===== src/hdl/rfpd_pkg.sv =====
// Shared widths, register codes and item types for the radial falloff displacer.
package rfpd_pkg;

    localparam int COORD_W  = 32;
    localparam int RADIUS_W = 31;
    localparam int FRAC_W   = 16;
    localparam int ROOT_W   = 31;
    localparam int QUO_W    = FRAC_W + 1;
    localparam int CFG_IDX_W = 4;
    localparam logic [FRAC_W-1:0] FALLOFF_MAX = {FRAC_W{1'b1}};

    typedef enum logic [CFG_IDX_W-1:0] {
        REG_CENTER_X      = 4'd0,
        REG_CENTER_Y      = 4'd1,
        REG_CENTER_Z      = 4'd2,
        REG_BRUSH_RADIUS  = 4'd3,
        REG_PUSH_X        = 4'd4,
        REG_PUSH_Y        = 4'd5,
        REG_PUSH_Z        = 4'd6,
        REG_PUSH_STRENGTH = 4'd7
    } cfg_idx_t;

    typedef logic [2:0][COORD_W-1:0] point_t;

    typedef struct packed {
        logic   moved;
        point_t point;
    } tag_t;

endpackage


===== src/hdl/rfpd_div.sv =====
// Pipelined restoring divider, one quotient bit per stage, with a carried tag.
module rfpd_div #(
    parameter int D_W   = rfpd_pkg::RADIUS_W,
    parameter int Q_W   = rfpd_pkg::QUO_W,
    parameter int TAG_W = $bits(rfpd_pkg::tag_t)
) (
    input  logic             clk,
    input  logic             rst_n,
    input  logic             en,
    input  logic             in_valid,
    input  logic [D_W-1:0]   in_num,
    input  logic [D_W-1:0]   divisor,
    input  logic [TAG_W-1:0] in_tag,
    output logic             out_valid,
    output logic [Q_W-1:0]   out_quo,
    output logic [TAG_W-1:0] out_tag
);

    localparam int N_W = D_W + Q_W;

    logic             vld_reg [0:Q_W];
    logic [N_W-1:0]   rem_reg [0:Q_W];
    logic [Q_W-1:0]   quo_reg [0:Q_W];
    logic [TAG_W-1:0] tag_reg [0:Q_W];

    logic [N_W-1:0]   rem_next [0:Q_W-1];
    logic [Q_W-1:0]   quo_next [0:Q_W-1];

    always_comb
    begin
        logic [N_W-1:0] dsh;
        for (int j = 0; j < Q_W; j++)
        begin
            dsh = {{Q_W{1'b0}}, divisor} << (Q_W - 1 - j);
            if (rem_reg[j] >= dsh)
            begin
                rem_next[j] = rem_reg[j] - dsh;
                quo_next[j] = {quo_reg[j][Q_W-2:0], 1'b1};
            end
            else
            begin
                rem_next[j] = rem_reg[j];
                quo_next[j] = {quo_reg[j][Q_W-2:0], 1'b0};
            end
        end
    end

    always_ff @(posedge clk or negedge rst_n)
    begin
        if (!rst_n)
        begin
            for (int j = 0; j <= Q_W; j++)
                vld_reg[j] <= 1'b0;
        end
        else if (en)
        begin
            vld_reg[0] <= in_valid;
            for (int j = 0; j < Q_W; j++)
                vld_reg[j+1] <= vld_reg[j];
        end
    end

    always_ff @(posedge clk)
    begin
        if (en)
        begin
            rem_reg[0] <= {1'b0, in_num, {(Q_W-1){1'b0}}};
            quo_reg[0] <= '0;
            tag_reg[0] <= in_tag;
            for (int j = 0; j < Q_W; j++)
            begin
                rem_reg[j+1] <= rem_next[j];
                quo_reg[j+1] <= quo_next[j];
                tag_reg[j+1] <= tag_reg[j];
            end
        end
    end

    assign out_valid = vld_reg[Q_W];
    assign out_quo   = quo_reg[Q_W];
    assign out_tag   = tag_reg[Q_W];

endmodule


===== config.mk =====
export PLATFORM = sky130hd
export DESIGN_NAME = rfpd_div
export DESIGN_NICKNAME = d
export VERILOG_FILES = /design/src/hdl/rfpd_pkg.sv /design/src/hdl/rfpd_div.sv
export SDC_FILE = /design/constraint.sdc
export NUM_CORES = 2
export LEC_CHECK = 0
export ABC_AREA = 1
export BUFFER_PORTS_ARGS = -buffer_cell sky130_fd_sc_hd__buf_2
export CAP_MARGIN = 20
export CORE_MARGIN = 1
export CORE_UTILIZATION = 30
export DETAILED_ROUTE_END_ITERATION = 8
export GPL_TIMING_DRIVEN = 0
export PLACE_DENSITY_LB_ADDON = 0.05
export RECOVER_POWER = 50
export SLEW_MARGIN = 30
export SYNTH_ARGS = -nofsm -noshare
export SYNTH_HDL_FRONTEND = slang
export SYNTH_SLANG_ARGS = --single-unit

===== constraint.sdc =====
create_clock -name clk -period 2.4 [get_ports clk]
set_input_delay 0 -clock clk [delete_from_list [all_inputs] [get_ports clk]]
set_output_delay 0 -clock clk [all_outputs]
set_load 0.02 [all_outputs]

==> impl_metrics.tcl <==
set metrics [dict create \
    maxCapViolations 4 \
    clock-sinks 2580 \
    p_leak_nw 74.3 \
    grt_use_total_pct 19.7 \
    first_iter_violations 7513 \
    arrival_ns 3.18 \
    top_usage_layer "met2" \
    grt_pass1_wl_um 644000 \
    place.gp.congestion 0.894 \
    fillerInstances 43500 \
    io_buffers 277 \
    finalCriticalPeriod_ns 2.54 \
    r2r_slack_ns -0.14 \
    place_area_um2 141000 \
    detailed_place_hpwl_um 323000 \
    wl_per_cell_um 20.7 \
    area_growth_pct 32.2 \
    finalCritPeriodShare_pct 106 \
    slew_viol_final 369 \
    path_clk_slew_ns 0.06 \
    grt_use_met2_pct 31.8 \
    seq_area_frac_synth_pct 58.9 \
    met1_usage_pct 27.7 \
    fin_nets 16700 \
    crit_fanout 6 \
    grt_max_degree 120 \
    critPathLaunch "rem_reg[12][32]" \
    synth-seq-cells 2580 \
    drcViolationCount 0 \
    fin_cells 22000 \
    chipHeight_um 664 \
    grt_overflow 0 \
    cts_tree "done" \
    die_x_um 664 \
    endpoint_kind "flip-flop" \
    synthArstFlopShare_pct 0.698 \
    firstDrtPassIters 8 \
    tns_ns -6.98 \
    synth_fp_nets 15000 \
    setup_viol_count_final 184 \
    critPathLaunchType "flip-flop" \
    setup_ws_ns -0.137 \
    cellPowerDensity_nw_per_um2 1090 \
    start_util_pct 30.2 \
    clock_skew_ns 0.0555 \
    hp-class "primary input to flip-flop" \
    min_from "divisor[27]" \
    syn_inst 14300 \
    dieArea_um2 441000 \
    synth.distinct_cells 46 \
    insertion_delay_ns 0.93 \
    hold_viol 0 \
    dp_slack_ns -3.09 \
    synth-warning-count 0 \
    dp_cells 20400 \
    synth_area_leaders "edfxtp_1, nand2_1, inv_1" \
    numCtsBuffers 306 \
    vias 101000 \
    synth_edf_count 2562 \
    vias_per_cell 4.59 \
    antenna_left 0 \
    max-slew-margin-rel_pct -26.4 \
    clock_path_buffers 4 \
    worst_pin_slew_ns 1.90 \
    total_power_mw 189 \
    drive_above_1_share_pct 21.8 \
    required_ns 3.05 \
    ys_top_cells_by_count "nand2_1, edfxtp_1, inv_1" \
    yosysMostFrequentCell "nand2_1" \
    routed_wl_um 454000 \
    use_met3_pct 1.98 \
    cts-htree-levels 5 \
    yosysTopAreaCell "edfxtp_1" \
    ys.flop_type "edfxtp_1" \
    synth_top_area_share_pct 58.6 \
    fin_area_um2 174000 \
    coreArea_um2 435000 \
    rows 242 \
    largest_reg_flops 1746 \
    root_buffer "clkbuf_16" \
    ir_worst_vdd_v 0.000572 \
    max_freq_mhz 394 \
    synth_area_um2 131000 \
    first_global_vias 97400 \
    outcome "complete, but fails checks" \
    rsz0062_at_grt "yes" \
    ios 278 \
    crit_type "flip-flop to flip-flop" \
    antenna_found_initial 20 \
    violations "capacitance limit, slew limit, setup timing" \
    r2r_start "rem_reg[12][32]" \
    syn-mean-instance-area_um2 9.17 \
]
[report_power, final]
part,leakage [nW],switching (mW),internal [mW]
Clock,4.73,19.2,25.9
Combinational,44.4,48.9,29.8
Sequential,25.1,6.28,58.5
[worst max-delay path: stages, from the launching register on]
cell,delay (ns)
edfxtp_1,0.55
ha_4,0.36
nand2_4,0.07
nor2_4,0.20
nand2_2,0.10
nor2_4,0.12
nand4_1,0.13
nand2_2,0.13
a21oi_4,0.05
buf_12,0.16
buf_8,0.13
buf_16,0.14
nand2_4,0.05
nand2_2,0.06
[routing by layer]
layer | part of all wire [%] | wire length (µm)
met5 | 0.0084 | 38
met2 | 45 | 205000
met1 | 47 | 213000
met4 | 3.8 | 17300
met3 | 4.0 | 18300
[cell usage in the layout (no fill, tap or decap), types with 29 or more instances in the layout]
cell           instances
ha_4                 426
nand3_2               82
clkbuf_1              79
ha_1                  81
buf_8                 34
a21oi_4               42
clkinv_1              64
nand2_4              224
nand3_1              630
buf_6                 39
o21ai_0               96
buf_4                637
clkinv_2              53
a21oi_2              107
edfxtp_1            2562
nand3_4               35
inv_1               2141
xnor2_1               48
nor2_2               162
buf_2                258
nor3_1                71
buf_16                52
a21oi_1              322
xor2_1               233
buf_12                83
o21ai_1               40
clkbuf_16            337
nand3b_1             102
nand2_2              517
nor2_1               834
nand4_1              169
nor2_4               141
inv_4                 29
nand2_1             4813
inv_2                 49
dlygate4sd3_1        284
[per-stage QoR]
stage                     util [%]  hold slack, ns
final                         39.9          0.0515
after floorplan                  -          -0.296
after global placement        32.2         -0.0415
after global routing          39.9          0.0408
after CTS                     38.1          -0.442
after detailed placement      32.5         -0.0445
[what timing repair did]
item                                    in CTS  in global routing
setup buffers                              379                293
endpoints found under the setup margin    1004                997
hold buffers                               276                 18
hold endpoints to repair                   559                178
cloned                                      25                 31
gates resized for setup                   1584               1231
pin swaps                                  298                441
[final timing paths]
kind                                   end  cells past startpoint
max                         rem_reg[13][7]                     13
min                        rem_reg[16][28]                      5
max reg2reg                 rem_reg[13][7]                     13
min reg2reg                tag_reg[14][24]                      0
max in group asynchronous      vld_reg[14]                      4
min in group asynchronous       vld_reg[2]                      4
[cell families (layout without fill, tap and decap cells)]
family                     count (synthesis)  count (layout)  share of synthesized area [%]
adders and majority gates                542             542                           5.25
xor gates and xnor gates                 281             281                           1.87
buffers and inverters                   2356            4245                           7.00
DFF                                     2580            2580                           58.9
other                                      0               4                              0
AOI/OAI and AO/OA                        690             690                           2.76
and+or+nand+nor                         7879            7879                           24.2
[area by class of cell]
class                           count  area [µm²]  share of cell area (%)
Timing Repair Buffer             1343       12200                    7.05
Buffer                            113        1730                   0.995
Multi-Input combinational cell   9392       56800                    32.7
Tap cell                         5734        7170                    4.13
Clock buffer                      369        7980                    4.59
Antenna cell                        4        10.0                 0.00576
Inverter                         2236        8610                    4.96
Clock inverter                    180        1750                    1.01
Timing Repair inverter              4        35.0                  0.0202
Sequential cell                  2580       77400                    44.5
No activity file was read; power rests on OpenSTA's default activity.
